## src/rtl/i2c_master_write_read_sequencer_defines.svh

```systemverilog
// Assertion macros for the I2C write-then-read sequencer RTL.
`ifndef I2C_MASTER_WRITE_READ_SEQUENCER_DEFINES_SVH
`define I2C_MASTER_WRITE_READ_SEQUENCER_DEFINES_SVH

// Same-cycle implication, checked outside reset.
`define I2CWR_ASSERT_NOW(label, clk, rst_n, ante, cons, msg) \
  label: assert property (@(posedge clk) disable iff (!rst_n) (ante) |-> (cons)) \
    else $error(msg);

// Next-cycle implication, checked outside reset.
`define I2CWR_ASSERT_NEXT(label, clk, rst_n, ante, cons, msg) \
  label: assert property (@(posedge clk) disable iff (!rst_n) (ante) |=> (cons)) \
    else $error(msg);

`endif

```

## src/rtl/i2cwr_pkg.sv

```systemverilog
// Types and constants of the I2C write-then-read sequencer.
package i2cwr_pkg;

  localparam int unsigned COUNT_MAX_DEF = 255;
  localparam logic [7:0]  READ_BIT      = 8'h01;

  typedef enum logic [3:0] {
    OP_BEGIN    = 4'd0,
    OP_START    = 4'd1,
    OP_RSTART   = 4'd2,
    OP_ADDRW_ACK = 4'd3,
    OP_DATA_ACK = 4'd4,
    OP_ADDRR_ACK = 4'd5,
    OP_RX_ACK   = 4'd6,
    OP_RX_NACK  = 4'd7,
    OP_OTHER    = 4'd8
  } op_t;

  typedef enum logic [2:0] {
    CMD_SEND    = 3'd0,
    CMD_START   = 3'd1,
    CMD_STOP    = 3'd2,
    CMD_RX_ACK  = 3'd3,
    CMD_RX_NACK = 3'd4,
    CMD_NONE    = 3'd5
  } cmd_t;

  typedef enum logic [1:0] {
    REG_SLAVE_ADDRESS = 2'd0,
    REG_SEND_COUNT    = 2'd1,
    REG_RECEIVE_COUNT = 2'd2
  } reg_idx_t;

  typedef struct packed {
    cmd_t       command;
    logic [7:0] bus_byte;
    logic       recv_valid;
    logic [7:0] recv_byte;
    logic       done_res;
    logic       failed;
    logic [7:0] error_status;
  } res_t;

endpackage

```

## src/rtl/i2cwr_core.sv

```systemverilog
// Configuration registers, transfer counters and the per-event decision logic.
module i2cwr_core
  import i2cwr_pkg::*;
#(
  parameter int unsigned COUNT_MAX = COUNT_MAX_DEF
) (
  input  logic       clk,
  input  logic       rst_n,
  input  logic       cfg_we,
  input  logic [1:0] cfg_index,
  input  logic [7:0] cfg_data,
  input  logic       ev_accept,
  input  logic [3:0] ev_operation,
  input  logic [7:0] ev_status_code,
  input  logic [7:0] ev_tx_byte,
  input  logic [7:0] ev_rx_byte,
  output res_t       res
);

  localparam int unsigned CW = $clog2(COUNT_MAX + 1);

  logic [6:0]    slave_address_r;
  logic [7:0]    send_count_r;
  logic [7:0]    receive_count_r;
  logic [CW-1:0] send_left_r, send_left_nxt;
  logic [CW-1:0] read_left_r, read_left_nxt;
  logic          active_r, active_nxt;
  logic [7:0]    addr_byte;
  logic [CW-1:0] read_dec;

  function automatic logic [CW-1:0] clamp_count(input logic [7:0] v);
    logic [16:0] wide;
    wide = {9'd0, v};
    if (wide > 17'(COUNT_MAX)) begin
      return CW'(COUNT_MAX);
    end
    return CW'(v);
  endfunction

  assign addr_byte = {slave_address_r, 1'b0};
  // The read counter saturates at zero rather than wrapping.
  assign read_dec  = (read_left_r != '0) ? read_left_r - CW'(1) : read_left_r;

  always_comb begin
    res           = '0;
    res.command   = CMD_NONE;
    send_left_nxt = send_left_r;
    read_left_nxt = read_left_r;
    active_nxt    = active_r;
    if (ev_operation == OP_BEGIN) begin
      send_left_nxt = clamp_count(send_count_r);
      read_left_nxt = clamp_count(receive_count_r);
      active_nxt    = 1'b1;
      res.command   = CMD_START;
    end else if (active_r) begin
      unique case (ev_operation)
        OP_START: begin
          res.command  = CMD_SEND;
          res.bus_byte = addr_byte;
        end
        OP_RSTART: begin
          res.command  = CMD_SEND;
          res.bus_byte = addr_byte | READ_BIT;
        end
        OP_ADDRW_ACK, OP_DATA_ACK: begin
          if (send_left_r != '0) begin
            res.command   = CMD_SEND;
            res.bus_byte  = ev_tx_byte;
            send_left_nxt = send_left_r - CW'(1);
          end else if (read_left_r != '0) begin
            res.command = CMD_START;
          end else begin
            res.command  = CMD_STOP;
            res.done_res = 1'b1;
            active_nxt   = 1'b0;
          end
        end
        OP_ADDRR_ACK: begin
          res.command = (read_left_r > CW'(1)) ? CMD_RX_ACK : CMD_RX_NACK;
        end
        OP_RX_ACK: begin
          res.recv_valid = 1'b1;
          res.recv_byte  = ev_rx_byte;
          read_left_nxt  = read_dec;
          res.command    = (read_dec > CW'(1)) ? CMD_RX_ACK : CMD_RX_NACK;
        end
        OP_RX_NACK: begin
          res.recv_valid = 1'b1;
          res.recv_byte  = ev_rx_byte;
          res.command    = CMD_STOP;
          res.done_res   = 1'b1;
          active_nxt     = 1'b0;
        end
        default: begin
          // Any status the sequence does not expect aborts the transfer.
          res.command      = CMD_STOP;
          res.done_res     = 1'b1;
          res.failed       = 1'b1;
          res.error_status = ev_status_code;
          active_nxt       = 1'b0;
        end
      endcase
    end
  end

  always_ff @(posedge clk) begin
    if (!rst_n) begin
      slave_address_r <= '0;
      send_count_r    <= '0;
      receive_count_r <= '0;
      send_left_r     <= '0;
      read_left_r     <= '0;
      active_r        <= 1'b0;
    end else begin
      if (cfg_we) begin
        unique case (cfg_index)
          REG_SLAVE_ADDRESS: slave_address_r <= cfg_data[6:0];
          REG_SEND_COUNT:    send_count_r    <= cfg_data;
          REG_RECEIVE_COUNT: receive_count_r <= cfg_data;
          default: ;
        endcase
      end
      if (ev_accept) begin
        send_left_r <= send_left_nxt;
        read_left_r <= read_left_nxt;
        active_r    <= active_nxt;
      end
    end
  end

endmodule

```

## src/rtl/i2cwr_out_skid.sv

```systemverilog
// Result register with a skid stage so the input stall is fully registered.
module i2cwr_out_skid
  import i2cwr_pkg::*;
(
  input  logic clk,
  input  logic rst_n,
  input  logic push,
  input  res_t push_data,
  output logic full,
  output logic out_valid,
  input  logic out_stall,
  output res_t out_data
);

  logic out_valid_r, out_valid_nxt;
  logic skid_valid_r, skid_valid_nxt;
  res_t out_data_r;
  res_t skid_data_r;
  logic out_free;

  assign out_free = !out_valid_r || !out_stall;

  always_comb begin
    out_valid_nxt  = out_valid_r;
    skid_valid_nxt = skid_valid_r;
    if (out_free) begin
      // The skid word is older than any new word, so it goes out first.
      out_valid_nxt  = skid_valid_r || push;
      skid_valid_nxt = skid_valid_r && push;
    end else if (push) begin
      skid_valid_nxt = 1'b1;
    end
  end

  always_ff @(posedge clk) begin
    if (!rst_n) begin
      out_valid_r  <= 1'b0;
      skid_valid_r <= 1'b0;
    end else begin
      out_valid_r  <= out_valid_nxt;
      skid_valid_r <= skid_valid_nxt;
    end
  end

  always_ff @(posedge clk) begin
    if (out_free) begin
      out_data_r <= skid_valid_r ? skid_data_r : push_data;
      if (push) begin
        skid_data_r <= push_data;
      end
    end else if (push) begin
      skid_data_r <= push_data;
    end
  end

  assign full      = skid_valid_r;
  assign out_valid = out_valid_r;
  assign out_data  = out_data_r;

endmodule

```

## src/rtl/i2c_master_write_read_sequencer.sv

```systemverilog
// Top level of the I2C master write-then-read transaction sequencer.
//
// Each input word is one decoded bus status event (in_operation plus the raw
// status and the data bytes); each accepted word yields exactly one result
// word naming the next bus command, the byte to shift out, a received byte
// and the done/failed flags. A begin event loads the byte counters from the
// send_count and receive_count registers and asks for a START.
// Configuration is written through cfg_valid/cfg_ready with cfg_index
// 0 = slave address, 1 = send count, 2 = receive count; cfg_ready is always
// high. Write it only while no transfer words are in flight.
// An accepted word is registered in the result register, or in the skid stage
// behind it if out_stall holds the result register. Throughput is one word
// per cycle while in_stall is low, set by the single decision stage and its
// result register. The skid stage lets one more word in while out_stall
// holds; in_stall rises only when both are occupied, and it comes straight from a flop.
// Synchronous reset (rst_n low) clears the registers, the counters and the
// active flag and empties the output stages.
`include "i2c_master_write_read_sequencer_defines.svh"

module i2c_master_write_read_sequencer
  import i2cwr_pkg::*;
#(
  parameter int unsigned COUNT_MAX = COUNT_MAX_DEF
) (
  input  logic       clk,
  input  logic       rst_n,
  input  logic       cfg_valid,
  output logic       cfg_ready,
  input  logic [1:0] cfg_index,
  input  logic [7:0] cfg_data,
  input  logic       in_valid,
  output logic       in_stall,
  input  logic [3:0] in_operation,
  input  logic [7:0] in_status_code,
  input  logic [7:0] in_tx_byte,
  input  logic [7:0] in_rx_byte,
  output logic       out_valid,
  input  logic       out_stall,
  output logic [2:0] out_command,
  output logic [7:0] out_bus_byte,
  output logic       out_recv_valid,
  output logic [7:0] out_recv_byte,
  output logic       out_done_res,
  output logic       out_failed,
  output logic [7:0] out_error_status
);

  logic in_accept;
  res_t res;
  res_t out_data;

  assign cfg_ready = 1'b1;
  assign in_accept = in_valid && !in_stall;

  i2cwr_core #(
    .COUNT_MAX(COUNT_MAX)
  ) u_core (
    .clk           (clk),
    .rst_n         (rst_n),
    .cfg_we        (cfg_valid && cfg_ready),
    .cfg_index     (cfg_index),
    .cfg_data      (cfg_data),
    .ev_accept     (in_accept),
    .ev_operation  (in_operation),
    .ev_status_code(in_status_code),
    .ev_tx_byte    (in_tx_byte),
    .ev_rx_byte    (in_rx_byte),
    .res           (res)
  );

  i2cwr_out_skid u_skid (
    .clk      (clk),
    .rst_n    (rst_n),
    .push     (in_accept),
    .push_data(res),
    .full     (in_stall),
    .out_valid(out_valid),
    .out_stall(out_stall),
    .out_data (out_data)
  );

  assign out_command      = out_data.command;
  assign out_bus_byte     = out_data.bus_byte;
  assign out_recv_valid   = out_data.recv_valid;
  assign out_recv_byte    = out_data.recv_byte;
  assign out_done_res     = out_data.done_res;
  assign out_failed       = out_data.failed;
  assign out_error_status = out_data.error_status;

  `I2CWR_ASSERT_NOW(a_stall_needs_output, clk, rst_n, in_stall, out_valid,
    "input stalled while the result register is empty")
  `I2CWR_ASSERT_NOW(a_fail_is_stop, clk, rst_n, out_valid && out_failed,
    out_done_res && out_command == CMD_STOP, "failure without a final STOP")
  `I2CWR_ASSERT_NOW(a_recv_cmd, clk, rst_n, out_valid && out_recv_valid,
    out_command == CMD_RX_ACK || out_command == CMD_RX_NACK || out_command == CMD_STOP,
    "received byte paired with a non-receive command")
  `I2CWR_ASSERT_NEXT(a_accept_shows, clk, rst_n, in_valid && !in_stall && !out_valid,
    out_valid, "accepted word did not reach the result register")

endmodule

```

## config.mk

```make
export PLATFORM = sky130hd
export DESIGN_NAME = i2c_master_write_read_sequencer
export DESIGN_NICKNAME = d
export VERILOG_FILES = /design/src/rtl/i2cwr_pkg.sv /design/src/rtl/i2cwr_core.sv /design/src/rtl/i2cwr_out_skid.sv /design/src/rtl/i2c_master_write_read_sequencer.sv
export VERILOG_INCLUDE_DIRS = /design/src /design/src/rtl
export SDC_FILE = /design/constraint.sdc
export NUM_CORES = 1
export LEC_CHECK = 0
export BUFFER_PORTS_ARGS = -buffer_cell sky130_fd_sc_hd__buf_4
export CAP_MARGIN = 0
export CORE_MARGIN = 10
export CORE_UTILIZATION = 51
export CTS_CLUSTER_SIZE = 28
export DETAILED_ROUTE_END_ITERATION = 6
export PLACE_DENSITY = 0.83
export SETUP_SLACK_MARGIN = 0.02
export SKIP_CTS_REPAIR_TIMING = 1
export SYNTH_ARGS = -nofsm -noshare
export SYNTH_HDL_FRONTEND = slang
export SYNTH_SLANG_ARGS = --single-unit
```

## constraint.sdc

```tcl
create_clock -name clk -period 2.6 [get_ports clk]
set_input_delay 0.13 -clock clk [delete_from_list [all_inputs] [get_ports clk]]
set_output_delay 0.13 -clock clk [all_outputs]
set_load 0.01 [all_outputs]
```

==> metrics.md, run 1 <==
| Metric | Value |
|---|---|
| Period minus WS final | `about 2.4 ns` |
| Max Root-Sink Buffers | `2` |
| Fin. max-slew vios | `0` |
| Filler cell count | `approximately 730` |
| Nets | `around 530` |
| Fraction of registers with async set/reset | `0%` |
| Wire length on met1 | `around 4700 um` |
| Post-synth EDFFs | `60` |
| Initial antenna violation count | `0` |
| CP Class | `reg -> reg` |
| Mapped Cells | `about 410` |
| Port bufs | `74` |
| Commonest cells post-synth | `edfxtp_1, dfxtp_1, nor2_1, nor2b_1, mux2_2` |
| Crit path launch type | `flip-flop` |
| Clk_skew | `0.0117 ns` |
| CP Cell Sequence | `inv_1 -> ha_1 -> buf_4 -> or3b_1 -> nor3_1 -> a311o_1 -> o211ai_2 -> o221ai_2 -> mux2_2` |
| Vias | `3469` |
| Worst-skew pair later-pin latency | `approximately 0.38 ns` |
| R2r worst-path depth | `9` |
| WP data required | `around 2.7 ns` |
| Pleak | `2.32 nW` |
| Max VDD drop | `0.339 mV` |
| Most common cell in the synthesized netlist | `edfxtp_1` |
| Worst Hold Path EP | `u_core.receive_count_r[7]$_SDFFE_PN0P_` |
| I/O Pins | `between 70 and 80` |
| Fmax | `approximately 430 MHz` |
| Peak fanout along the critical path | `9` |
| Total CTS buffers | `9` |
| Area fraction of the dominant cell type after synthesis | `38.1%` |
| Mean routed wirelength per cell | `approximately 18 um` |
| Largest cells by area after synthesis | `edfxtp_1, dfxtp_1, mux2_2, mux2i_1, nor2b_1` |
| Routed wl met3 | `about 840 um` |
| Pwr/cell area | `549 mW/mm^2` |
| Post-DP HPWL | `between 7000 and 8000 um` |
| Worst slew margin | `a little over half` |
| CTS tree | `yes` |
| Post-route DRC | `0` |
| Core area | `~0.0091 mm^2` |
| Pin count of the biggest net entering global routing | `roughly 40` |
| Crit path max-delay family | `compound AO/OA/AOI/OAI gates` |
| Rows | `35` |
| Worst Tran Pin Value | `0.706 ns` |
| Layout Utilization | `roughly three fifths` |
| Reg2Reg Capture Point | `u_skid.out_data[29]$_DFFE_PN_` |
| Area delta synth->final | `18.0%` |
| Number of global-route vias before repair | `around 3500` |
| Root buffer cell | `clkbuf_8` |
| Buf+Inv Stages, Crit Path | `2` |
| First-pass GRT wire length | `roughly 17000 um` |
| R2r startpoint | `u_core.read_left_r[0]$_SDFFE_PN0P_` |
| Final ANT Viol Nets | `0` |
| Critical path arrival | `2.48 ns` |
| Met2 wire length | `4960 um` |
| Die width | `roughly 120 um` |
| Area leader, netlist | `edfxtp_1` |
| Share of cells above drive strength 1 | `roughly 28%` |
| Final global-route overflow total | `0` |
| Mapped Area | `about 0.0047 mm^2` |
| Final Hold Viols | `0` |
| Hold Path Class | `in -> reg` |
| WL final | `10600 um` |
| GRT Total Usage | `about 16%` |
| Worst Hold Path Cells | `3` |
| CP endpoint kind | `flip-flop` |
| Initial Utilization | `around half` |
| TNS Setup | `0 ns` |
| Top layer in use | `met4` |
| Post-synth top flop | `edfxtp_1` |
| Synth Warn # | `0` |
| Fin crit share | `between 90 and 100%` |
| Slowest-stage cell, CP | `dfxtp_1` |
| ANT cells | `0` |
| CTS sink cnt | `roughly 100` |
| Yosys cell types | `slightly above 60` |
| Post-Syn Nets | `460` |
| Die H | `approximately 120 um` |
| Initial DRC Count | `232` |
| Max H-tree Level | `3` |
| Die Area | `0.0135 mm^2` |
| Mean Syn Cell Area | `11.4 um^2` |
| Max Cap Viol | `0` |
| Worst-path clk slew | `about 0.10 ns` |
| Seq/Total Area, Yosys | `a little under three fifths` |
| Min-delay src | `cfg_data[7]` |
| R2r setup slk | `between 0.2 and 0.25 ns` |
| CP max stage delay | `0.43 ns` |
| RSZ-0062 raised after global routing | `false` |
| Final setup violating endpoints | `0` |
| FF+latch count, synth | `just over 100` |
| Status | `completed` |
| Vias per cell | `just under 6` |
| Placer Congestion | `~0.88` |
| Pre-antenna DRT Iters | `5` |
==> worst min-delay path: cells and delay by family <==
family	cells	cell delay (ns)
buffers and inverters	1	0.09
muxes	1	0.05
and+or+nand+nor	1	0.09
==> worst max-delay path by stage <==
| stage | startpoint | to | slack, ns | cells past startpoint |
|---|---|---|---|---|
| global route | u_core.read_left_r[0]$_SDFFE_PN0P_ | u_skid.skid_data_r[28]$_DFFE_PP_ | 0.12 | 9 |
| detailed placement | u_core.read_left_r[0]$_SDFFE_PN0P_ | u_skid.out_data[29]$_DFFE_PN_ | 0.29 | 9 |
| CTS | u_core.read_left_r[0]$_SDFFE_PN0P_ | u_skid.out_data[29]$_DFFE_PN_ | 0.26 | 9 |
| global placement | u_core.read_left_r[0]$_SDFFE_PN0P_ | u_skid.out_data[29]$_DFFE_PN_ | 0.39 | 8 |
| finish | u_core.read_left_r[0]$_SDFFE_PN0P_ | u_skid.out_data[29]$_DFFE_PN_ | 0.25 | 9 |
| floorplan | u_skid.full$_SDFFE_PN0P_ | u_core.read_left_r[0]$_SDFFE_PN0P_ | 0.07 | 7 |
==> cell families (layout without fill, tap and decap cells) <==
| kind of cell | Yosys count | count (layout) | share of synthesized area (%) |
|---|---|---|---|
| flops | 102 | 102 | 55.9 |
| compound gates | 76 | 76 | 11.3 |
| other cells | 1 | 1 | 0.0794 |
| xor+xnor | 2 | 2 | 0.371 |
| mux | 50 | 50 | 11.3 |
| fa+ha+maj | 4 | 4 | 1.06 |
| buf+inv | 35 | 107 | 3.02 |
| simple gates | 143 | 143 | 16.9 |
==> power breakdown <==
group | switching, mW | internal (mW) | leakage [nW]
Clock | 0.606 | 0.379 | 0.0946
Sequential | 0.0273 | 1.76 | 0.983
Combinational | 0.147 | 0.136 | 1.24
Total | 0.781 | 2.28 | 2.32
==> metal layers <==
layer,vias up,track usage (%)
li1,1662,-
met1,1669,19.7
met2,127,25.8
met3,11,5.08
met4,0,5.17
met5,-,0
==> layout by cell type (no fill, tap or decap), types with 3 or more instances in the layout <==
| cell | Yosys | final |
|---|---|---|
| nor2b_1 | 29 | 28 |
| o21ai_0 | 5 | 5 |
| a21boi_0 | 3 | 3 |
| nand2b_1 | 4 | 4 |
| nor3b_1 | 4 | 4 |
| o21ai_1 | 7 | 7 |
| dfxtp_1 | 42 | 42 |
| nand2_1 | 24 | 24 |
| mux2i_1 | 24 | 24 |
| inv_8 | 0 | 3 |
| nor3_1 | 6 | 6 |
| clkbuf_8 | 0 | 9 |
| nor2_1 | 29 | 29 |
| mux2_2 | 26 | 26 |
| nor4_1 | 7 | 6 |
| edfxtp_1 | 60 | 60 |
| o211ai_1 | 3 | 3 |
| and3_1 | 8 | 8 |
| o21a_1 | 3 | 3 |
| ha_1 | 4 | 4 |
| a31oi_1 | 8 | 8 |
| a21oi_1 | 13 | 13 |
| nand3_1 | 6 | 6 |
| and2_1 | 10 | 10 |
| a22oi_1 | 9 | 9 |
| inv_1 | 8 | 8 |
| buf_4 | 1 | 82 |
==> state kept, by name, indices dropped and copies added, names as in the netlist <==
register and count:
u_core.send_left_r 8, u_skid.skid_data_r 30, u_core.read_left_r 8, u_core.slave_address_r 7, u_skid.out_data 30, u_skid.full 1, u_core.send_count_r 8, u_skid.out_valid 1
u_core.receive_count_r 8, u_core.active_r 1
==> per-stage QoR <==
| stage | hold slack [ns] | cell area [um^2] | worst slack (ns) | std cells | power (mW) |
|---|---|---|---|---|---|
| final | 0.0269 | 5580 | 0.248 | 596 | 3.06 |
| after global routing | 0.0306 | 5580 | 0.119 | 596 | 3.17 |
| after CTS | 0.0200 | 5580 | 0.261 | 596 | 3.08 |
| after detailed placement | 0.413 | 5380 | 0.285 | 580 | 2.11 |
| after global placement | 0.395 | 5380 | 0.390 | 580 | 2.10 |
| after floorplan | 0.296 | 4720 | 0.0719 | 413 | 1.97 |
==> final cells by class <==
| class | count | area (um^2) | area share (%) |
|---|---|---|---|
| flip-flops and latches | 102 | 2640 | 47.4 |
| multi-input cells | 276 | 1950 | 34.9 |
| repair buffers | 82 | 616 | 11.0 |
| well taps | 111 | 139 | 2.49 |
| clock buffers | 9 | 124 | 2.22 |
| clock inverters | 7 | 73.8 | 1.32 |
| inverters | 9 | 33.8 | 0.606 |
Power figures use the tool's default switching activity.
==> run 2, diff against run 1 <==
Settings changed: HOLD_SLACK_MARGIN set to 0.15, SLEW_MARGIN set to 15, SYNTH_HIERARCHICAL set to 1.
==> run 2 against run 1 <==
Sequential power about the same. Final cell count increased by 6.4%. Utilization increased by 3.2 points. Maximum frequency decreased by 3.8%. Via count increased by 0.20%. Clock power increased by 9.5%. Critical path type unchanged. Combinational power increased by 19%. Register-to-register slack got worse by 0.09 ns.
==> metrics.md, run 2 <==
| Metric | Value |
|---|---|
| Status | `completed (unchanged)` |
| Mean Syn Cell Area | `12.1 um^2 (was 11.4 um^2)` |
| CP endpoint kind | `flip-flop (unchanged)` |
| Pwr/cell area | `536 mW/mm^2 (was 549 mW/mm^2)` |
| Mean routed wirelength per cell | `17.5 um (was 17.8 um)` |
| Compound-cell area share of the yosys netlist | `9.38% (was 11.3%)` |
| First-pass GRT wire length | `17300 um (was 17200 um)` |
| Largest family of logic cells by synthesized area | `simple AND/OR/NAND/NOR gates (unchanged)` |
| Worst-skew pair later-pin latency | `0.38 ns (about the same)` |
| Clock Power Share | `33.6% (was 32.2%)` |
| Sequential Power Share | `56.0% (was 58.5%)` |
| TNS Setup | `0 ns (unchanged)` |
| Fin. max-slew vios | `0 (unchanged)` |
| FF+latch count, synth | `102 (unchanged)` |
| Fraction of registers with async set/reset | `0% (unchanged)` |
| Area leader, netlist | `edfxtp_1 (unchanged)` |
| CP Class | `reg -> reg (unchanged)` |
| Met3 usage in global routing | `3.38% (was 5.08%)` |
| Rows | `35 (unchanged)` |
| Period minus WS final | `2.44 ns (was 2.35 ns)` |
| Mapped Cells | `407 (was 413)` |
| RSZ-0062 raised after global routing | `false (unchanged)` |
| Post-synth top flop | `edfxtp_1 (unchanged)` |
| Fin crit share | `94.0% (was 90.4%)` |
| WL final | `11100 um (was 10600 um)` |
| CTS tree | `yes (unchanged)` |
| Vias | `3476 (was 3469)` |
| GRT Total Usage | `15.0% (was 15.9%)` |
| Most common cell in the synthesized netlist | `edfxtp_1 (unchanged)` |
| Post-synth EDFFs | `60 (unchanged)` |
| Fmax | `409 MHz (was 425 MHz)` |
| ANT cells | `0 (unchanged)` |
| Final ANT Viol Nets | `0 (unchanged)` |
| Number of global-route vias before repair | `3264 (was 3525)` |
| Post-DP Area | `0.00552 mm^2 (was 0.00538 mm^2)` |
| Critical path arrival | `2.59 ns (was 2.48 ns)` |
| Root buffer cell | `clkbuf_8 (unchanged)` |
| Synth Area in Adders | `1.53% (was 1.06%)` |
| Post-Synth Simple-Gate Area | `16.7% (was 16.9%)` |
| Most congested layer reported by global routing | `met2 (unchanged)` |
| Final Cell Area | `0.00601 mm^2 (was 0.00558 mm^2)` |
| Pint | `2.42 mW (was 2.28 mW)` |
| Nets | `549 (was 527)` |
| Final global-route overflow total | `0 (unchanged)` |
| Commonest non-fill, non-tap cell in the layout | `buf_4 (unchanged)` |
| Post-Syn Nets | `456 (was 460)` |
| Post-route DRC | `0 (unchanged)` |
| Pin count of the biggest net entering global routing | `41 (unchanged)` |
| Worst-path clk slew | `0.10 ns (about the same)` |
| CTS sink cnt | `102 (unchanged)` |
| WP data required | `2.74 ns (was 2.73 ns)` |
| Most frequent cells in the layout | `buf_4, edfxtp_1, dfxtp_1, nor2b_1, mux2_4 (was buf_4, edfxtp_1, dfxtp_1, nor2_1, nor2b_1)` |
| Max H-tree Level | `3 (unchanged)` |
| Largest cells by area after synthesis | `edfxtp_1, dfxtp_1, mux2_4, mux2i_1, nor2b_1 (was edfxtp_1, dfxtp_1, mux2_2, mux2i_1, nor2b_1)` |
| Vias per cell | `5.48 (was 5.82)` |
| GR Util met2 | `23.9% (was 25.8%)` |
| Buf+Inv Stages, Crit Path | `1 (was 2)` |
| Core area | `0.00933 mm^2 (was 0.00911 mm^2)` |
| Initial antenna violation count | `0 (unchanged)` |
| Slowest-stage cell, CP | `a221o_1 (was dfxtp_1)` |
| Comb power frac | `10.5% (was 9.2%)` |
| Final Hold Viols | `0 (unchanged)` |
| Synth Warn # | `6 (was 0)` |
| Post-synthesis mux area share | `14.1% (was 11.3%)` |
| Die width | `118 um (was 116 um)` |
| P_sw | `0.795 mW (was 0.781 mW)` |
| Crit path max-delay family | `compound AO/OA/AOI/OAI gates (unchanged)` |
| Initial DRC Count | `324 (was 232)` |
| Die H | `118 um (was 116 um)` |
| Filler cell count | `699 (was 725)` |
| Sw frac | `24.7% (was 25.5%)` |
| Final setup violating endpoints | `0 (unchanged)` |
| CP max stage delay | `0.36 ns (was 0.43 ns)` |
| Peak fanout along the critical path | `5 (was 9)` |
| Post-DP HPWL | `7780 um (was 7860 um)` |
| Global routing usage on met1 | `19.4% (was 19.7%)` |
| Max Cap Viol | `0 (unchanged)` |
| Mapped Area | `0.00492 mm^2 (was 0.00472 mm^2)` |
| Seq/Total Area, Yosys | `53.7% (was 55.9%)` |
| Commonest cells post-synth | `edfxtp_1, dfxtp_1, mux2_4, nor2b_1, mux2i_1 (was edfxtp_1, dfxtp_1, nor2_1, nor2b_1, mux2_2)` |
| Post-synthesis xor/xnor area fraction | `0.534% (was 0.371%)` |
| Pre-antenna DRT Iters | `5 (unchanged)` |
| Placer Congestion | `0.892 (was 0.884)` |
| Hold Path Class | `in -> reg (unchanged)` |
| Worst slew margin | `56.3% (was 52.5%)` |
| Die Area | `0.0140 mm^2 (was 0.0135 mm^2)` |
| CP Cell Sequence | `inv_1 -> ha_1 -> nor4b_4 -> nand2_2 -> a31o_1 -> o21ai_1 -> nor2_1 -> a221o_1 -> mux2_4 (was inv_1 -> ha_1 -> buf_4 -> or3b_1 -> nor3_1 -> a311o_1 -> o211ai_2 -> o221ai_2 -> mux2_2)` |
| Area fraction of the dominant cell type after synthesis | `36.6% (was 38.1%)` |
| Initial Utilization | `52.7% (was 51.9%)` |
| Multi-input gate area | `0.00209 mm^2 (was 0.00195 mm^2)` |
| Pleak | `2.43 nW (was 2.32 nW)` |
| I/O Pins | `76 (unchanged)` |
| Port bufs | `74 (unchanged)` |
| Area delta synth->final | `22.1% (was 18.0%)` |
| Clk_skew | `0.0119 ns (was 0.0117 ns)` |
| Total CTS buffers | `9 (unchanged)` |
| Max VDD drop | `0.366 mV (was 0.339 mV)` |
| Yosys cell types | `63 (was 61)` |
| Share of cells above drive strength 1 | `28.3% (was 27.8%)` |
| Max Root-Sink Buffers | `2 (unchanged)` |
| Crit path launch type | `flip-flop (unchanged)` |
| Worst Tran Pin Value | `0.651 ns (was 0.706 ns)` |
| Register area | `0.00264 mm^2 (about the same)` |
-- run 2: cell count changes in the layout (fill, tap and decap cells not counted), sizes merged, moves of 3 or more --
cell / before / now
nor4: 9 / 4
mux2: 26 / 30
and3: 8 / 11
dlygate4sd3: 0 / 24
a21oi: 13 / 10
a31oi: 8 / 1
nor2: 30 / 22
o21ai: 12 / 26
a22oi: 9 / 14
-- run 2: cell type report --
class	count	share of cell area, %
Inverter	7	0.437
Timing Repair Buffer	107	14.4
Multi-Input combinational cell	273	34.8
Sequential cell	102	44.0
Tap cell	129	2.69
Clock buffer	9	2.06
Clock inverter	7	1.62
-- run 2: path summary, 6_finish.rpt --
check,start,end,slack [ns],cells past startpoint
max,u_core/read_left_r[0]$_SDFFE_PN0P_,u_skid/out_data[29]$_DFFE_PP_,0.16,9
min,in_status_code[2],u_skid/skid_data_r[2]$_DFFE_PP_,0.14,2
max reg2reg,u_core/read_left_r[0]$_SDFFE_PN0P_,u_skid/out_data[29]$_DFFE_PP_,0.16,9
min reg2reg,u_core/send_left_r[7]$_SDFFE_PN0P_,u_core/send_left_r[7]$_SDFFE_PN0P_,0.47,2
-- run 2: routing by layer --
layer | wire (um) | up-vias
li1 | - | 1687
met1 | 4900 | 1647
met2 | 5410 | 129
met3 | 669 | 13
met4 | 142 | 0
met5 | 0 | -
-- run 2: cells by family after synthesis --
logic type / count (synthesis)
simple gates: 138
xor+xnor: 3
buf+inv: 32
flops: 102
fa+ha+maj: 6
compound gates: 70
mux: 55
other cells: 1
-- run 2: power by group through the flow --
stage / sequential (mW) / combinational (mW) / clock (mW)
floorplan: 1.84 / 0.160 / 0
global placement: 1.83 / 0.298 / 0
detailed placement: 1.84 / 0.306 / 0
CTS: 1.80 / 0.307 / 1.11
global route: 1.81 / 0.363 / 1.17
finish: 1.80 / 0.337 / 1.08
-- run 2: per-stage QoR --
step | hold WS, ns | power, mW | util, % | setup slack [ns] | std cells
detailed placement | 0.423 | 2.14 | 59.2 | 0.141 | 592
global route | 0.156 | 3.35 | 64.4 | 0.0304 | 634
floorplan | 0.277 | 2.00 | - | 0.284 | 407
CTS | 0.0257 | 3.22 | 61.6 | 0.118 | 608
global placement | 0.398 | 2.13 | 59.2 | 0.215 | 592
finish | 0.140 | 3.22 | 64.4 | 0.156 | 634
